==> src/rtl/core/dd_odo_mul.sv <==
`default_nettype none
// ----------------------------------------------------------------------------
// dd_odo_mul
// shared signed multiplier, product registered
// ----------------------------------------------------------------------------
module dd_odo_mul (
    input  wire logic               clk,
    input  wire logic signed [33:0] a,
    input  wire logic signed [33:0] b,
    output logic signed [67:0]      prod
);

    logic signed [67:0] prod_reg;

    always_ff @(posedge clk)
    begin
        prod_reg <= 68'(a) * 68'(b);
    end

    assign prod = prod_reg;

endmodule
`default_nettype wire

==> config.mk <==
export PLATFORM = sky130hd
export DESIGN_NAME = dd_odo_mul
export DESIGN_NICKNAME = d
export VERILOG_FILES = /design/src/rtl/core/dd_odo_mul.sv
export SDC_FILE = /design/constraint.sdc
export NUM_CORES = 2
export LEC_CHECK = 0
export BUFFER_PORTS_ARGS = -buffer_cell sky130_fd_sc_hd__buf_2
export CAP_MARGIN = 5
export CORE_MARGIN = 3
export CORE_UTILIZATION = 60
export DETAILED_ROUTE_END_ITERATION = 10
export MAX_ROUTING_LAYER = met4
export PLACE_DENSITY = 0.77
export SYNTH_ARGS = -nofsm -noshare
export SYNTH_HDL_FRONTEND = slang
export SYNTH_SLANG_ARGS = --single-unit
==> constraint.sdc <==
create_clock -name clk -period 10.03 [get_ports clk]
set_input_delay 0.5015 -clock clk [delete_from_list [all_inputs] [get_ports clk]]
set_output_delay 0.5015 -clock clk [all_outputs]
set_load 0.01 [all_outputs]
==> metrics.txt <==
Commonest cells post-synth fa_1, inv_1, and2_1; GRT Total Usage 33.2%; Slew Limit Fails 0; CTS tree done; RD Place Congestion 0.930; clock root cell clkbuf_16; DRC viols 0; EDFF count, synth 0; setup bufs post-CTS 0; die area 0.0750 mm²; hold depth 2; TNS Setup 0 ns; ys flop type dfxtp_1; worst hold path type in -> reg; syn_nets 6,068; Worst Path Class, Setup in -> reg; Mapped Cells 4,554; grt total ovfl 0; Starting DRT DRC Count 1,947; drt wl/cell 20.6 µm; Seq/Total Area, Yosys 3.16%; Critical Path RT 10.32 ns; hold_sp b[0]; worst hold endpoint prod[0]; max-cap violations 0; H-Tree Depth 3; post-route ant nets 0; #FFs+latches synth 68; clk slew on worst S/H paths 0.07 ns; Critical Path Start Type primary input; post-synth top area cell fa_1; largest net degree at the start of global routing 35; Final Core Density 63.2%; Fill cells 5,835; Hold Vio Cnt, Final 0; vias in the first global route 34,170; share of the synthesized area in the top cell type 57.7%; Slew headroom 28.1%; unrepaired setup endpoints after global routing no; IO Pins 137; ys async rst share 0%; Least-Margin Pin Slew 1.08 ns; CTS sink cnt 68; width of the die 274 µm; status finished clean; Peak Freq 0.117 GHz; layout cells sized above 1 4.73%; total number of yosys warnings 0; die height 274 µm; wire length of the first global-routing pass 185,000 µm; period utilization 85.1%; initial core utilization 61.0%; slowest CP cell fa_1; HPWL after DPL 89,400 µm; Nets 6,016; hold buffer count at CTS 0; Crit. End Element flip-flop; Synth area leaders fa_1, inv_1, and2_1, ha_1, nand2_1; worst path cell trace buf_2 > nand2_1 > inv_1 > fa_1 > fa_1 > fa_1 > fa_1 > fa_1 > fa_1 > fa_1 > inv_1 > fa_1 > inv_1 > ha_1 > and2_1 > nand2_1 > o41ai_1 > a31oi_4 > o31ai_4 > a221oi_2 > xnor2_1; Buf/Inv on CP 4; Crit Path Max Fanout 34; Vias 30,217; initial antenna violation count 15; most used cell, CP fa_1; minimum clock period 8.53 ns; DRT Pass-1 Iters 5; mapped cell area 0.0430 mm²; Fin Hold WS 0.722 ns; dpl ws 1.11 ns; fin worst setup slack 1.50 ns; dominant cell by count in the synthesized netlist fa_1; CP arrival 8.82 ns; core footprint 0.0705 mm²; CTS Buf Count 9; CTS-repair resized insts 0; Mean Syn Cell Area 9.45 µm²; Critical Path Max Stage Delay 1.27 ns; Bufs on Longest Clock Path 2; setup violators final 0; I/O Buffers 136; # rows 97; number of flip-flops in the largest register 68; total wire length 113,000 µm; area grow syn2layout 3.52%; Worst path top cell family by delay adder cells; Cell variety after synth 69; via/cell ratio 5.54
-- logic make-up after synthesis --
kind of cell | share of synthesized area (%)
buffers and inverters | 12.8
adder cells (fa/ha/maj) | 63.7
AND/OR/NAND/NOR | 15.4
AO/OA/AOI/OAI | 3.35
XOR/XNOR | 1.61
flip-flops | 3.16
-- layer usage --
layer	vias up	GRT usage (%)	wire length, µm	part of all wire [%]
met1	15705	41.4	42300	38
met4	0	12.3	4760	4.2
li1	12706	-	-	-
met2	1482	52.7	54300	48
met5	-	-	0	0
met3	324	8.50	11200	9.9
-- layout make-up --
type                       count  area, µm²  share of cell area (%)
inverter                    1232       4620                    10.4
timing repair buffer         165        898                    2.02
tap                          940       1180                    2.64
antenna                       11       27.5                  0.0618
clock buffer                  11        253                   0.567
clock inverter                 5       58.8                   0.132
multi-input combinational   3026      36100                    81.1
sequential                    68       1360                    3.06
-- cells in the final DEF (no fill, tap or decap), drive strengths merged, types with 56 or more instances in the layout --
| master | instances |
|---|---|
| nand2 | 542 |
| a21oi | 63 |
| nor2 | 56 |
| dfxtp | 68 |
| ha | 204 |
| fa | 1241 |
| buf | 165 |
| inv | 1232 |
| xnor2 | 56 |
| and2 | 623 |
-- stage by stage --
step	area, µm²	std cells
finish	44500	5458
CTS	44500	5447
floorplan	43000	4554
global placement	44200	5431
detailed placement	44200	5431
global route	44500	5458
-- worst max-delay path by stage --
stage / from / to / slack (ns) / depth (start not counted)
floorplan: a[33] / prod[65] / 2.04 / 24
global placement: a[33] / prod[66] / 1.21 / 21
detailed placement: a[33] / prod[66] / 1.11 / 21
CTS: a[33] / prod[66] / 1.49 / 21
global route: a[33] / prod[66] / 1.10 / 21
finish: a[33] / prod[66] / 1.50 / 21
Power is left out: the tool's default activity adds up to more than one toggle a clock period on the data nets, which glitch-free logic cannot reach.
