<file path="src/rtl/core/dd_odo_div.sv">
`default_nettype none
// ----------------------------------------------------------------------------
// dd_odo_div
// restoring divider, 64 by 32 bits unsigned, one quotient bit a cycle
// ----------------------------------------------------------------------------
module dd_odo_div (
    input  wire logic        clk,
    input  wire logic        rst_n,
    input  wire logic        start,
    input  wire logic [63:0] num,
    input  wire logic [31:0] den,
    output logic             done,
    output logic [63:0]      quot
);

    logic [31:0] rem_reg;
    logic [63:0] quo_reg;
    logic [31:0] den_reg;
    logic [5:0]  cnt_reg;
    logic        busy_reg;
    logic        done_reg;
    logic [32:0] shifted;
    logic [33:0] diff;

    assign shifted = {rem_reg, quo_reg[63]};
    assign diff    = {1'b0, shifted} - {2'b00, den_reg};

    always_ff @(posedge clk or negedge rst_n)
    begin
        if (!rst_n)
        begin
            busy_reg <= 1'b0;
            done_reg <= 1'b0;
            cnt_reg  <= '0;
        end
        else
        begin
            done_reg <= 1'b0;
            if (start)
            begin
                busy_reg <= 1'b1;
                cnt_reg  <= 6'd63;
            end
            else if (busy_reg)
            begin
                cnt_reg <= cnt_reg - 6'd1;
                if (cnt_reg == 6'd0)
                begin
                    busy_reg <= 1'b0;
                    done_reg <= 1'b1;
                end
            end
        end
    end

    always_ff @(posedge clk)
    begin
        if (start)
        begin
            rem_reg <= '0;
            quo_reg <= num;
            den_reg <= den;
        end
        else if (busy_reg)
        begin
            if (!diff[33])
            begin
                rem_reg <= diff[31:0];
                quo_reg <= {quo_reg[62:0], 1'b1};
            end
            else
            begin
                rem_reg <= shifted[31:0];
                quo_reg <= {quo_reg[62:0], 1'b0};
            end
        end
    end

    assign done = done_reg;
    assign quot = quo_reg;

endmodule
`default_nettype wire

</file>
<file path="config.mk">
export PLATFORM = sky130hd
export DESIGN_NAME = dd_odo_div
export DESIGN_NICKNAME = d
export VERILOG_FILES = /design/src/rtl/core/dd_odo_div.sv
export SDC_FILE = /design/constraint.sdc
export NUM_CORES = 1
export LEC_CHECK = 0
export BUFFER_PORTS_ARGS = -buffer_cell sky130_fd_sc_hd__buf_2
export CORE_ASPECT_RATIO = 0.8
export CORE_MARGIN = 10
export CORE_UTILIZATION = 50
export DETAILED_ROUTE_END_ITERATION = 6
export PLACE_DENSITY = 0.77
export SLEW_MARGIN = 20
export SYNTH_ARGS = -nofsm -noshare
export SYNTH_HDL_FRONTEND = slang
export SYNTH_SLANG_ARGS = --single-unit
</file>
<file path="constraint.sdc">
create_clock -name clk -period 3.5 [get_ports clk]
set_input_delay 0.525 -clock clk [delete_from_list [all_inputs] [get_ports clk]]
set_output_delay 0.525 -clock clk [all_outputs]
set_load 0.02 [all_outputs]
</file>
==> impl_metrics.json <==
{
  "startpoint_type": "register",
  "p_leak_nw": 3.93,
  "yosysUniqueCellTypes": 58,
  "post_cts_buffers": 0,
  "via_count": 5619,
  "vias_per_cell": 5.60,
  "die_height_um": 128,
  "cts_root_buf": "clkbuf_16",
  "worstMarginPinSlew_ns": 0.794,
  "diodes": 0,
  "gp_congestion": 0.900,
  "seqCellArea_sq_um": 3720,
  "area_growth_pct": 21.8,
  "grt_pass1_vias": 5845,
  "worstPathRequired_ns": 3.83,
  "drive_gt1_frac": 0.332,
  "drt-total-wl_um": 18600,
  "cp_max_fo": 4,
  "synth_edf_count": 96,
  "fin_worst_skew_ns": 0.0155,
  "yosysSeqAreaShare": 0.511,
  "min_path_type": "input pin to register",
  "grt_pass1_wl_um": 29600,
  "yosysWarnings": 0,
  "ys.flop_type": "edfxtp_1",
  "ios": 164,
  "rows": 39,
  "power.density_nw_per_um2": 714,
  "drtAntennaViolNets": 0,
  "status": "finished clean",
  "syn_area_per_cell_sq_um": 11.3,
  "first_pass_iters": 5,
  "layout.nets": 940,
  "drv_slew": 0,
  "multiInputGateArea_sq_um": 3260,
  "initial_utilization": 0.510,
  "grt_overflow": 0,
  "dpl.hpwl_um": 13400,
  "track_usage": 0.184,
  "cts_max_path_buffers": 2,
  "antenna_found_initial": 0,
  "core_sq_um": 14300,
  "dieArea_sq_um": 19800,
  "final_common_cell": "buf_2",
  "finalSetupTns_ns": 0,
  "cap_viol_max_count": 0,
  "cts_sinks": 136,
  "clk_pin_slew_ns": 0.06,
  "slew-limit-headroom": 0.469,
  "first_iter_violations": 484,
  "cts_max_level": 4,
  "critPathCaptureType": "register",
  "max_freq_mhz": 329,
  "netlist_instances": 644,
  "post-route-min-period_ns": 3.04,
  "rsz0062_at_grt": "false",
  "route.detailed.drc": 0,
  "wl_per_cell_um": 18.5,
  "final_cell_mix": "buf_2, edfxtp_1, mux2_2, inv_1, nor2_1",
  "num-fill-cells": 1154,
  "numPortBuffers": 163,
  "largest_reg_flops": 64,
  "die_w_um": 155,
  "ir_worst_vdd_v": 0.000423,
  "setup_viol": 0,
  "insertion_delay_ns": 0.43,
  "critical_path_class": "register to register",
  "syn_nets": 778,
  "async_reset_ff_frac": 0.0588,
  "tritoncts.num_buffers": 17,
  "hold_viol": 0,
  "ys_seq_elements": 136,
  "cts_tree": "built",
  "finalCritPeriodShare": 0.868,
  "final_core_util": 0.621,
  "syn_area_sq_um": 7290,
  "grt_max_degree": 65,
  "critical_path_arrival_ns": 3.37
}
[metrics by stage]
| stage | worst slack [ns] | power (mW) | hold slack (ns) | instance area, sq um | cells |
|---|---|---|---|---|---|
| floorplan | 0.706 | 3.99 | 0.229 | 7290 | 644 |
| global placement | 0.600 | 4.45 | 0.369 | 8290 | 970 |
| finish | 0.461 | 6.34 | 0.269 | 8880 | 1003 |
| detailed placement | 0.515 | 4.54 | 0.377 | 8290 | 970 |
| CTS | 0.484 | 6.33 | 0.257 | 8880 | 1003 |
| global route | 0.259 | 6.72 | 0.258 | 8880 | 1003 |
[synth_stat cells (all sizes together), types with 5 or more instances]
library cell / count / area (sq um)
o21ai: 24 / 120
o311ai: 6 / 52.6
ha: 34 / 425
nand2b: 11 / 68.8
xor2: 11 / 96.3
dfrtp: 8 / 200
nand3: 17 / 85.1
a21o: 9 / 67.6
nand2: 37 / 139
and3: 9 / 56.3
nor2: 44 / 165
xnor2: 17 / 149
buf: 6 / 58.8
o21a: 6 / 45.0
nor2b: 8 / 50.1
mux2: 63 / 709
a32oi: 5 / 43.8
a21oi: 30 / 150
inv: 44 / 165
edfxtp: 96 / 2880
nor3: 9 / 45.0
clkbuf: 24 / 90.1
dfxtp: 32 / 641
mux2i: 22 / 220
a211oi: 16 / 125
nand4: 6 / 37.5
[worst max-delay path, cell delays in order (launching register included)]
cell and delay (ns):
edfxtp_1 0.41, inv_1 0.08, ha_1 0.17, inv_1 0.07, fa_1 0.41, a21o_1 0.21, a221o_1 0.36, nand3_1 0.14
nand3_1 0.17, a41oi_1 0.44, o21ai_0 0.17, xnor2_1 0.15, o31ai_1 0.18
[logic make-up after synthesis]
logic type | share of synthesized area
adder cells (fa/ha/maj) | 0.0611
XOR/XNOR | 0.0336
buffers and inverters | 0.0431
multiplexers | 0.128
AO/OA/AOI/OAI | 0.121
flip-flops | 0.511
AND/OR/NAND/NOR | 0.102
[power by group]
part	leakage, nW	switching, mW	internal [mW]
clock network	0.284	0.715	1.05
logic	2.31	1.34	1.00
registers	1.33	0.202	2.03
[area by class of cell]
cell class | count | area share
Inverter | 44 | 0.0186
Tap cell | 184 | 0.0259
Clock buffer | 17 | 0.0479
Timing Repair Buffer | 173 | 0.104
Sequential cell | 136 | 0.420
Multi-Input combinational cell | 434 | 0.367
Clock inverter | 15 | 0.0168
[routing by layer]
metal / GRT usage / vias up / wire [um]
met5: 0 / - / 0
met4: 0.0704 / 0 / 285
met3: 0.0423 / 21 / 808
met2: 0.302 / 168 / 9310
met1: 0.230 / 2716 / 8170
li1: - / 2714 / -
[timing repair]
action	in CTS	in global routing
hold buffers	1	0
endpoints found under the hold margin	8	0
resized for setup	0	0
[worst paths after layout]
check	start	end	cells after the start	slack (ns)
worst max-delay path	quot[63]	rem_reg[28]	12	0.46
worst min-delay path	den[15]	den_reg[15]	1	0.27
worst max register to register	quot[63]	rem_reg[28]	12	0.46
worst min register to register	rem_reg[31]	rem_reg[31]	2	0.47
max in group asynchronous	rst_n	done	2	2.84
min in group asynchronous	rst_n	cnt_reg[0]	2	0.49
Note: power is estimated with default switching activity, not from simulation.
