**src/rtl/core/dd_odo_pkg.sv**
```systemverilog
`default_nettype none
// ----------------------------------------------------------------------------
// dd_odo_pkg
// shared types, constants and the arctangent table of the odometry core
// ----------------------------------------------------------------------------
package dd_odo_pkg;

    localparam int ROTATION_STEPS = 16;
    localparam int ATAN_ENTRIES   = 24;
    localparam int CORDIC_STEPS   = (ROTATION_STEPS > ATAN_ENTRIES) ? ATAN_ENTRIES :
                                    (ROTATION_STEPS < 1) ? 1 : ROTATION_STEPS;

    localparam logic signed [33:0] PI_Q30      = 34'sd3373259426;
    localparam logic signed [33:0] HALF_PI_Q30 = 34'sd1686629713;
    localparam logic signed [33:0] GAIN_Q30    = 34'sd652032874;
    localparam logic signed [51:0] PI_Q16      = 52'sd205887;
    localparam logic [31:0]        TURN_Q16    = 32'd411775;
    // floor(2^51 / one turn), for the heading reduction
    localparam logic [33:0]        TURN_RECIP  = 34'((64'd1 << 51) / 64'd411775);
    localparam logic [33:0]        MICRO       = 34'd1000000;

    localparam logic CFG_RADIUS     = 1'b0;
    localparam logic CFG_SEPARATION = 1'b1;

    typedef enum logic [4:0] {
        ST_IDLE,
        ST_MUL_DIST,
        ST_MUL_TURN,
        ST_DIV_TURN,
        ST_WAIT_TURN,
        ST_HEAD_EST,
        ST_HEAD_BACK,
        ST_HEAD_FIX,
        ST_CORDIC_POSE,
        ST_WAIT_POSE,
        ST_MUL_X,
        ST_MUL_Y,
        ST_ADD_Y,
        ST_WAIT_QUAT,
        ST_VEL_LO,
        ST_VEL_HI,
        ST_VEL_DIV,
        ST_VEL_WAIT,
        ST_DONE
    } state_t;

    function automatic logic signed [33:0] atan_q30(input logic [4:0] idx);
        logic signed [33:0] v;
        begin
            unique case (idx)
                5'd0:  v = 34'sd843314857;
                5'd1:  v = 34'sd497837829;
                5'd2:  v = 34'sd263043837;
                5'd3:  v = 34'sd133525159;
                5'd4:  v = 34'sd67021687;
                5'd5:  v = 34'sd33543516;
                5'd6:  v = 34'sd16775851;
                5'd7:  v = 34'sd8388437;
                5'd8:  v = 34'sd4194283;
                5'd9:  v = 34'sd2097149;
                5'd10: v = 34'sd1048576;
                5'd11: v = 34'sd524288;
                5'd12: v = 34'sd262144;
                5'd13: v = 34'sd131072;
                5'd14: v = 34'sd65536;
                5'd15: v = 34'sd32768;
                5'd16: v = 34'sd16384;
                5'd17: v = 34'sd8192;
                5'd18: v = 34'sd4096;
                5'd19: v = 34'sd2048;
                5'd20: v = 34'sd1024;
                5'd21: v = 34'sd512;
                5'd22: v = 34'sd256;
                5'd23: v = 34'sd128;
                default: v = 34'sd0;
            endcase
            return v;
        end
    endfunction

endpackage
`default_nettype wire

```
**src/rtl/core/dd_odo_cordic.sv**
```systemverilog
`default_nettype none
// ----------------------------------------------------------------------------
// dd_odo_cordic
// iterative rotation cordic, q4.30, one micro-rotation a cycle
// ----------------------------------------------------------------------------
module dd_odo_cordic (
    input  wire logic               clk,
    input  wire logic               rst_n,
    input  wire logic               start,
    input  wire logic signed [33:0] angle,
    output logic                    done,
    output logic signed [33:0]      cos_out,
    output logic signed [33:0]      sin_out
);

    logic signed [33:0] x_reg, y_reg, z_reg;
    logic               flip_reg;
    logic [4:0]         idx_reg;
    logic               busy_reg;
    logic               done_reg;
    logic signed [33:0] dx, dy, at;

    assign dx = y_reg >>> idx_reg;
    assign dy = x_reg >>> idx_reg;
    assign at = dd_odo_pkg::atan_q30(idx_reg);

    always_ff @(posedge clk or negedge rst_n)
    begin
        if (!rst_n)
        begin
            busy_reg <= 1'b0;
            done_reg <= 1'b0;
            idx_reg  <= '0;
        end
        else
        begin
            done_reg <= 1'b0;
            if (start)
            begin
                busy_reg <= 1'b1;
                idx_reg  <= '0;
            end
            else if (busy_reg)
            begin
                idx_reg <= idx_reg + 5'd1;
                if (idx_reg == 5'(dd_odo_pkg::CORDIC_STEPS - 1))
                begin
                    busy_reg <= 1'b0;
                    done_reg <= 1'b1;
                end
            end
        end
    end

    always_ff @(posedge clk)
    begin
        if (start)
        begin
            x_reg <= dd_odo_pkg::GAIN_Q30;
            y_reg <= '0;
            // fold angles beyond a quarter turn back by pi
            if (angle > dd_odo_pkg::HALF_PI_Q30)
            begin
                z_reg    <= angle - dd_odo_pkg::PI_Q30;
                flip_reg <= 1'b1;
            end
            else if (angle < -dd_odo_pkg::HALF_PI_Q30)
            begin
                z_reg    <= angle + dd_odo_pkg::PI_Q30;
                flip_reg <= 1'b1;
            end
            else
            begin
                z_reg    <= angle;
                flip_reg <= 1'b0;
            end
        end
        else if (busy_reg)
        begin
            if (!z_reg[33])
            begin
                x_reg <= x_reg - dx;
                y_reg <= y_reg + dy;
                z_reg <= z_reg - at;
            end
            else
            begin
                x_reg <= x_reg + dx;
                y_reg <= y_reg - dy;
                z_reg <= z_reg + at;
            end
        end
    end

    assign done    = done_reg;
    assign cos_out = flip_reg ? -x_reg : x_reg;
    assign sin_out = flip_reg ? -y_reg : y_reg;

endmodule
`default_nettype wire

```
**config.mk**
```make
export PLATFORM = sky130hd
export DESIGN_NAME = dd_odo_cordic
export DESIGN_NICKNAME = d
export VERILOG_FILES = /design/src/rtl/core/dd_odo_pkg.sv /design/src/rtl/core/dd_odo_cordic.sv
export SDC_FILE = /design/constraint.sdc
export NUM_CORES = 1
export LEC_CHECK = 0
export BUFFER_PORTS_ARGS = -buffer_cell sky130_fd_sc_hd__buf_2
export CAP_MARGIN = 10
export CORE_MARGIN = 4
export CORE_UTILIZATION = 60
export CTS_CLUSTER_SIZE = 30
export DETAILED_ROUTE_END_ITERATION = 8
export HOLD_SLACK_MARGIN = 0.03
export PLACE_DENSITY = 0.8
export SLEW_MARGIN = 15
export SYNTH_ARGS = -nofsm -noshare
export SYNTH_HDL_FRONTEND = slang
export SYNTH_SLANG_ARGS = --single-unit
```
**constraint.sdc**
```tcl
create_clock -name clk -period 12.8 [get_ports clk]
set_input_delay 1.28 -clock clk [delete_from_list [all_inputs] [get_ports clk]]
set_output_delay 1.28 -clock clk [all_outputs]
set_load 0.005 [all_outputs]
```
==> results.py, run 1 <==
metrics = {
    "outcome": {
        "status": "finished, final reports clean",
    },
    "placement": {
        "dp_hpwl_mm": 45.1,
        "dp_cells": 2735,
        "portBuffers": 105,
        "place_congestion": 1.06,
    },
    "routing": {
        "via_per_inst": 6.86,
        "drtIter0Drc": 2165,
        "drc": 0,
        "drtAntennaViolNets": 0,
        "first_pass_iters": 6,
        "wl_mm": 61.3,
        "vias": 18900,
        "wl_per_cell_um": 22.3,
    },
    "power_and_ir_drop": {
        "p_leak_nw": 8.07,
        "power.density_mw_per_mm2": 324,
        "finalPower_w": 0.00628,
        "ir_worst_vdd_mv": 0.232,
    },
    "cts": {
        "insertion_delay_ns": 0.39,
        "cts.hold.buffers_added": 0,
        "clock-sinks": 110,
        "htreeDepth": 3,
        "cts.clk_slew.worst_paths_ns": 0.08,
        "ctsRootBufferMaster": "clkbuf_16",
        "postCtsResizedCells": 0,
        "cts_tree": "built",
        "clockBufferDepth": 2,
        "postCtsSetupBuffers": 0,
        "cts_buffers": 9,
    },
    "final_layout": {
        "final_cell_mix": "nor2_1 (230), nand2_1 (225), a21oi_1 (193)",
        "layout-drive-gt1-share_pct": 12.4,
        "synthToLayoutAreaGrowth_pct": 3.15,
        "final_util_pct": 63.0,
        "diodes": 0,
        "fin_cells": 2751,
        "nets": 2509,
        "final_common_cell": "nor2_1",
    },
    "sta": {
        "slew_headroom_pct": 23.0,
        "final_hold_viol_count": 0,
        "whs_ns": 0.559,
        "max_freq_mhz": 135,
        "clock_skew_ns": 0.0144,
        "finalMaxSlewViolations": 0,
        "setup_viol": 0,
        "timing.final.crit_share_pct": 57.9,
        "rsz0062_at_grt": "no",
        "totalNegativeSetupSlack_ns": 0,
        "worst_slew_pin_slew_ns": 1.15,
        "fin_crit_ns": 7.41,
    },
    "die": {
        "dieHeight_um": 185,
        "start_util_pct": 61.1,
        "fp.coreArea_mm2": 0.0307,
        "dieArea_mm2": 0.0342,
        "die_w_um": 185,
        "pin_count": 106,
        "rows": 64,
    },
    "synthesis": {
        "async_flop_share_pct": 6.36,
        "synth_area_leaders": "ha_1 (7.9%), xnor2_1 (7.5%), dfxtp_1 (7.2%)",
        "synthFlopType": "dfxtp_1",
        "synth_seq_cells": 110,
        "yosysWarnings": 0,
        "post_synth.cell_area_avg_um2": 7.82,
        "synth_edf_count": 35,
        "synth_nets": 2560,
        "ys_seq_area_share_pct": 13.8,
        "yosysUniqueCellTypes": 115,
        "synth_area_leader_cell": "ha_1",
        "postSynthCellCount": 2401,
        "synth_top_area_share_pct": 7.93,
        "netlist_area_mm2": 0.0188,
    },
    "global_routing": {
        "grt_pass1_vias": 17500,
        "met1_usage_pct": 51.1,
        "antenna_found_initial": 0,
        "met3_usage_pct": 5.97,
        "grt_first_pass_wirelength_mm": 96.8,
        "grt_max_degree": 74,
        "track_usage_pct": 35.2,
        "gr-total-overflow": 0,
        "top_usage_layer": "met2",
        "use_met2_pct": 52.8,
    },
    "critical_path": {
        "crit_type": "reg -> reg",
        "cp-end-kind": "flip-flop",
        "slowest_delay_ns": 0.98,
        "cp.required_ns": 13.09,
        "critPathMaxFanout": 63,
        "crit_slowest_cell": "dfrtp_4",
        "worst_ep_arrival_time_ns": 7.70,
        "worstPathCellList": "buf_4, mux4_1, mux2i_1, o221a_2, o21ai_0, inv_1, ha_1, nor2_1, a21oi_1, fa_1, a21o_1, a21o_1, a2111oi_0, o211ai_1, a31oi_1, o2111ai_1, a41oi_1, o21ai_0, a31oi_1, nor4_1, a311o_1",
        "crit_path_start_kind": "flip-flop",
    },
    "worst_hold_path": {
        "hp-class": "reg -> reg",
    },
    "run": {
        "max_cap_viol_count": 0,
    },
}
## kinds of logic after synthesis
kind of cell	Yosys count	synth area share, %
adders and majority gates	122	8.25
AOI/OAI and AO/OA	715	25.0
muxes	195	15.3
xor gates and xnor gates	268	12.5
and+or+nand+nor	743	18.9
DFF	110	13.8
buffers and inverters	248	6.13
## synth_stat cells (all sizes together), types with 7 or more instances
| cell type | instances |
|---|---|
| a211o | 8 |
| a211oi | 31 |
| a21o | 67 |
| a21oi | 194 |
| a221oi | 10 |
| a22oi | 16 |
| a31oi | 48 |
| a32oi | 11 |
| a41oi | 9 |
| and2 | 27 |
| and3 | 16 |
| and4 | 8 |
| buf | 75 |
| clkbuf | 118 |
| dfrtp | 7 |
| dfxtp | 68 |
| edfxtp | 35 |
| ha | 119 |
| inv | 53 |
| mux2 | 28 |
| mux2i | 99 |
| mux4 | 68 |
| nand2 | 225 |
| nand2b | 32 |
| nand3 | 45 |
| nand4 | 12 |
| nor2 | 231 |
| nor2b | 28 |
| nor3 | 40 |
| nor4 | 8 |
| o211ai | 15 |
| o21a | 24 |
| o21ai | 142 |
| o21bai | 14 |
| o221ai | 9 |
| o22ai | 17 |
| o31ai | 27 |
| o41ai | 8 |
| or2 | 17 |
| or3 | 17 |
| or4 | 13 |
| xnor2 | 161 |
| xor2 | 107 |
## critical path: cells and delay by family, from the launching register on
family	cells	cell delay, ns
AO/OA/AOI/OAI	13	3.66
adder cells (fa/ha/maj)	2	0.68
buffers and inverters	2	0.73
flip-flops	1	0.98
multiplexers	2	1.00
AND/OR/NAND/NOR	2	0.15
## layer usage
layer	wire, µm	share of wire [%]
met4	2160	3.5
met3	6570	11
met2	26300	43
met1	26300	43
met5	0	0
## layout make-up
type	instances	area, µm²
Multi-Input combinational cell	2043	15100
Fill cell	2765	11400
Sequential cell	110	2600
Timing Repair Buffer	131	723
Tap cell	396	495
Clock buffer	10	239
Inverter	55	206
Clock inverter	6	45.0
## per-stage QoR
stage	instance area [µm²]	setup slack, ns
CTS	19400	5.52
global placement	19100	5.69
global route	19400	5.03
detailed placement	19100	5.55
floorplan	18800	6.89
finish	19400	5.39
## worst paths after layout
check / from / end / slack (ns) / cells past startpoint
max: idx_reg[1]$_DFFE_PN0P_ / x_reg[30]$_SDFFE_PP0P_ / 5.39 / 21
min: y_reg[0]$_SDFFE_PP0P_ / y_reg[0]$_SDFFE_PP0P_ / 0.56 / 2
max reg2reg: idx_reg[1]$_DFFE_PN0P_ / x_reg[30]$_SDFFE_PP0P_ / 5.39 / 21
min reg2reg: y_reg[0]$_SDFFE_PP0P_ / y_reg[0]$_SDFFE_PP0P_ / 0.56 / 2
max in group asynchronous: rst_n / idx_reg[0]$_DFFE_PN0P_ / 11.88 / 1
min in group asynchronous: rst_n / done$_DFF_PN0_ / 0.72 / 1
## where the power goes
group | internal [W] | switching, W | leakage (nW)
clock | 0.000138 | 0.000147 | 0.143
sequential | 0.000562 | 0.000380 | 1.02
combinational | 0.00226 | 0.00279 | 6.92
Note: power is estimated with default switching activity, not from simulation.
==> inputs of run 2 (changes only) <==
clock period = 7.15 ns   (was 12.8 ns; I/O delays follow)
==> run 2 against run 1 <==
Net effect: clock skew fell by 0.0055 ns; setup slack lost 5.0 ns; sequential power increased by 73%; count of clock-buffer cells in the layout down 1; first-iteration DRC count shrank 1.1%; hold slack lost 0.41 ns; cell area is 1.9% higher; maximum frequency up 9.3%; highest routed layer is now met5; critical path type unchanged; register-to-register slack worse by 5.0 ns; non-clock buffer count is 43 higher; via count increased by 2.3%; clock power grew 87%.
==> results.py, run 2 (same netlist as run 1, synthesis figures left out) <==
metrics = {
    "critical_path": {
        "worst_ep_arrival_time_ns": 7.07,
        "r2r_start": "idx_reg[2]$_DFFE_PN0P_",
        "cp-end-kind": "flip-flop",
        "rrSetupSlack_ns": 0.36,
        "crit_buf_inv": 2,
        "r2r-end": "y_reg[33]$_SDFFE_PP0P_",
        "crit_slowest_cell": "nor3b_1",
        "worstPathCellList": "nor3b_1, buf_4, nand3_1, nand4_1, or4_1, inv_1, ha_1, and2_1, and4_2, a31oi_1, xor2_1, ha_1, a21o_1, a21o_1, a221o_1, a21o_1, a311oi_1, nor3b_1, a41oi_1, o21ai_0, or2_2, mux2i_1, mux2_1",
        "cp.required_ns": 7.44,
        "crit_path_end": "y_reg[33]$_SDFFE_PP0P_",
        "path_delay_family": "simple AND/OR/NAND/NOR gates",
        "slowest_delay_ns": 1.06,
        "crit_path_frequent_cell": "a21o_1",
        "critPathMaxFanout": 32,
        "rr_worst_depth": 23,
        "crit_path_start_kind": "flip-flop",
        "path_depth": 23,
        "crit_path_start": "idx_reg[2]$_DFFE_PN0P_",
        "crit_type": "reg -> reg",
    },
    "die": {
        "rows": 64,
        "dieArea_mm2": 0.0342,
        "fp.coreArea_mm2": 0.0307,
        "die_w_um": 185,
        "dieHeight_um": 185,
        "start_util_pct": 61.1,
        "pin_count": 106,
    },
    "global_routing": {
        "antenna_found_initial": 2,
        "grt_pass1_vias": 17600,
        "track_usage_pct": 37.9,
        "grt_max_degree": 78,
        "gr-total-overflow": 0,
        "grt_first_pass_wirelength_mm": 102,
    },
    "cts": {
        "clockBufferDepth": 2,
        "htreeDepth": 3,
        "insertion_delay_ns": 0.40,
        "cts_buffers": 9,
        "clock-sinks": 110,
        "cts_tree": "built",
        "cts.hold.buffers_added": 0,
        "ctsRootBufferMaster": "clkbuf_16",
        "cts.clk_slew.worst_paths_ns": 0.09,
    },
    "sta": {
        "clock_skew_ns": 0.00894,
        "worst_slew_pin_slew_ns": 1.30,
        "max_freq_mhz": 147,
        "final_hold_viol_count": 0,
        "finalMaxSlewViolations": 0,
        "slew_headroom_pct": 13.5,
        "setup_viol": 0,
        "whs_ns": 0.151,
        "fin_crit_ns": 6.79,
        "timing.final.crit_share_pct": 94.9,
        "totalNegativeSetupSlack_ns": 0,
        "rsz0062_at_grt": "no",
    },
    "routing": {
        "drtIter0Drc": 2142,
        "vias": 19300,
        "drtAntennaViolNets": 0,
        "wl_mm": 66.6,
        "wl_per_cell_um": 23.8,
        "first_pass_iters": 7,
        "via_per_inst": 6.90,
        "drc": 0,
    },
    "power_and_ir_drop": {
        "intPower_w": 0.00539,
        "p_comb_share_pct": 81.3,
        "finalPower_w": 0.0115,
        "switching_power_w": 0.00615,
        "ir_worst_vdd_mv": 0.581,
        "clockPowerShare_pct": 4.6,
        "seq_power_share_pct": 14.1,
        "power.density_mw_per_mm2": 585,
        "p_leak_nw": 8.29,
        "sw_frac_of_total_pct": 53.3,
    },
    "run": {
        "max_cap_viol_count": 0,
    },
    "placement": {
        "placed_cell_area_mm2": 0.0194,
        "portBuffers": 105,
        "dp_hpwl_mm": 50.6,
        "place_congestion": 1.06,
    },
    "final_layout": {
        "fin_area_mm2": 0.0197,
        "layout-drive-gt1-share_pct": 14.0,
        "final_common_cell": "nor2_1",
        "final_cell_mix": "nor2_1 (230), nand2_1 (225), a21oi_1 (193)",
        "nets": 2552,
        "synthToLayoutAreaGrowth_pct": 5.10,
        "diodes": 0,
        "num-fill-cells": 2748,
    },
    "worst_hold_path": {
        "hp-class": "in -> async",
    },
    "outcome": {
        "status": "finished, final reports clean",
    },
}
-- run 2: layer usage --
metal | track usage [%] | vias up | wire length (µm)
met5 | 0 | - | 8
met4 | 11.4 | 2 | 2140
met3 | 6.58 | 148 | 6840
met2 | 57.5 | 1097 | 28700
met1 | 55.2 | 9216 | 28900
li1 | - | 8829 | -
-- run 2: final cells by class --
class	instances	area (µm²)	share of cell area, %
sequential	110	2600	13.2
clock inverter	7	71.3	0.361
inverter	55	206	1.05
multi-input combinational	2043	15100	76.3
tap	396	495	2.51
timing repair buffer	174	1080	5.46
clock buffer	9	225	1.14
-- run 2: timing repair --
| action | 4_1_cts | 5_1_grt |
|---|---|---|
| setup buffers | 0 | 1 |
| endpoints found under the setup margin | 0 | 3 |
| resized for setup | 0 | 0 |
-- run 2: worst min path at each step --
stage                                      from                     to  slack, ns  depth (start not counted)
after CTS                                 rst_n         done$_DFF_PN0_       0.14                          1
after floorplan                           rst_n     busy_reg$_DFF_PN0_       0.42                          0
after global placement    y_reg[0]$_SDFFE_PP0P_  y_reg[0]$_SDFFE_PP0P_       0.53                          2
after global routing                      rst_n         done$_DFF_PN0_       0.15                          1
after detailed placement  y_reg[0]$_SDFFE_PP0P_  y_reg[0]$_SDFFE_PP0P_       0.56                          2
final                                     rst_n         done$_DFF_PN0_       0.15                          1
-- run 2: power groups by stage --
stage	Clock [W]	Sequential (W)	Combinational, W
detailed placement	0	0.00161	0.00910
finish	0.000533	0.00163	0.00939
floorplan	0	0.00117	0.00736
CTS	0.000540	0.00160	0.00918
global route	0.000566	0.00164	0.0103
global placement	0	0.00159	0.00890
-- run 2: per-stage QoR --
step                instances  util [%]  worst slack, ns
floorplan                2401         -             1.24
global placement         2777      63.2            0.575
detailed placement       2777      63.2            0.513
CTS                      2793      64.1            0.437
global route             2794      64.2          0.00712
finish                   2794      64.2            0.364
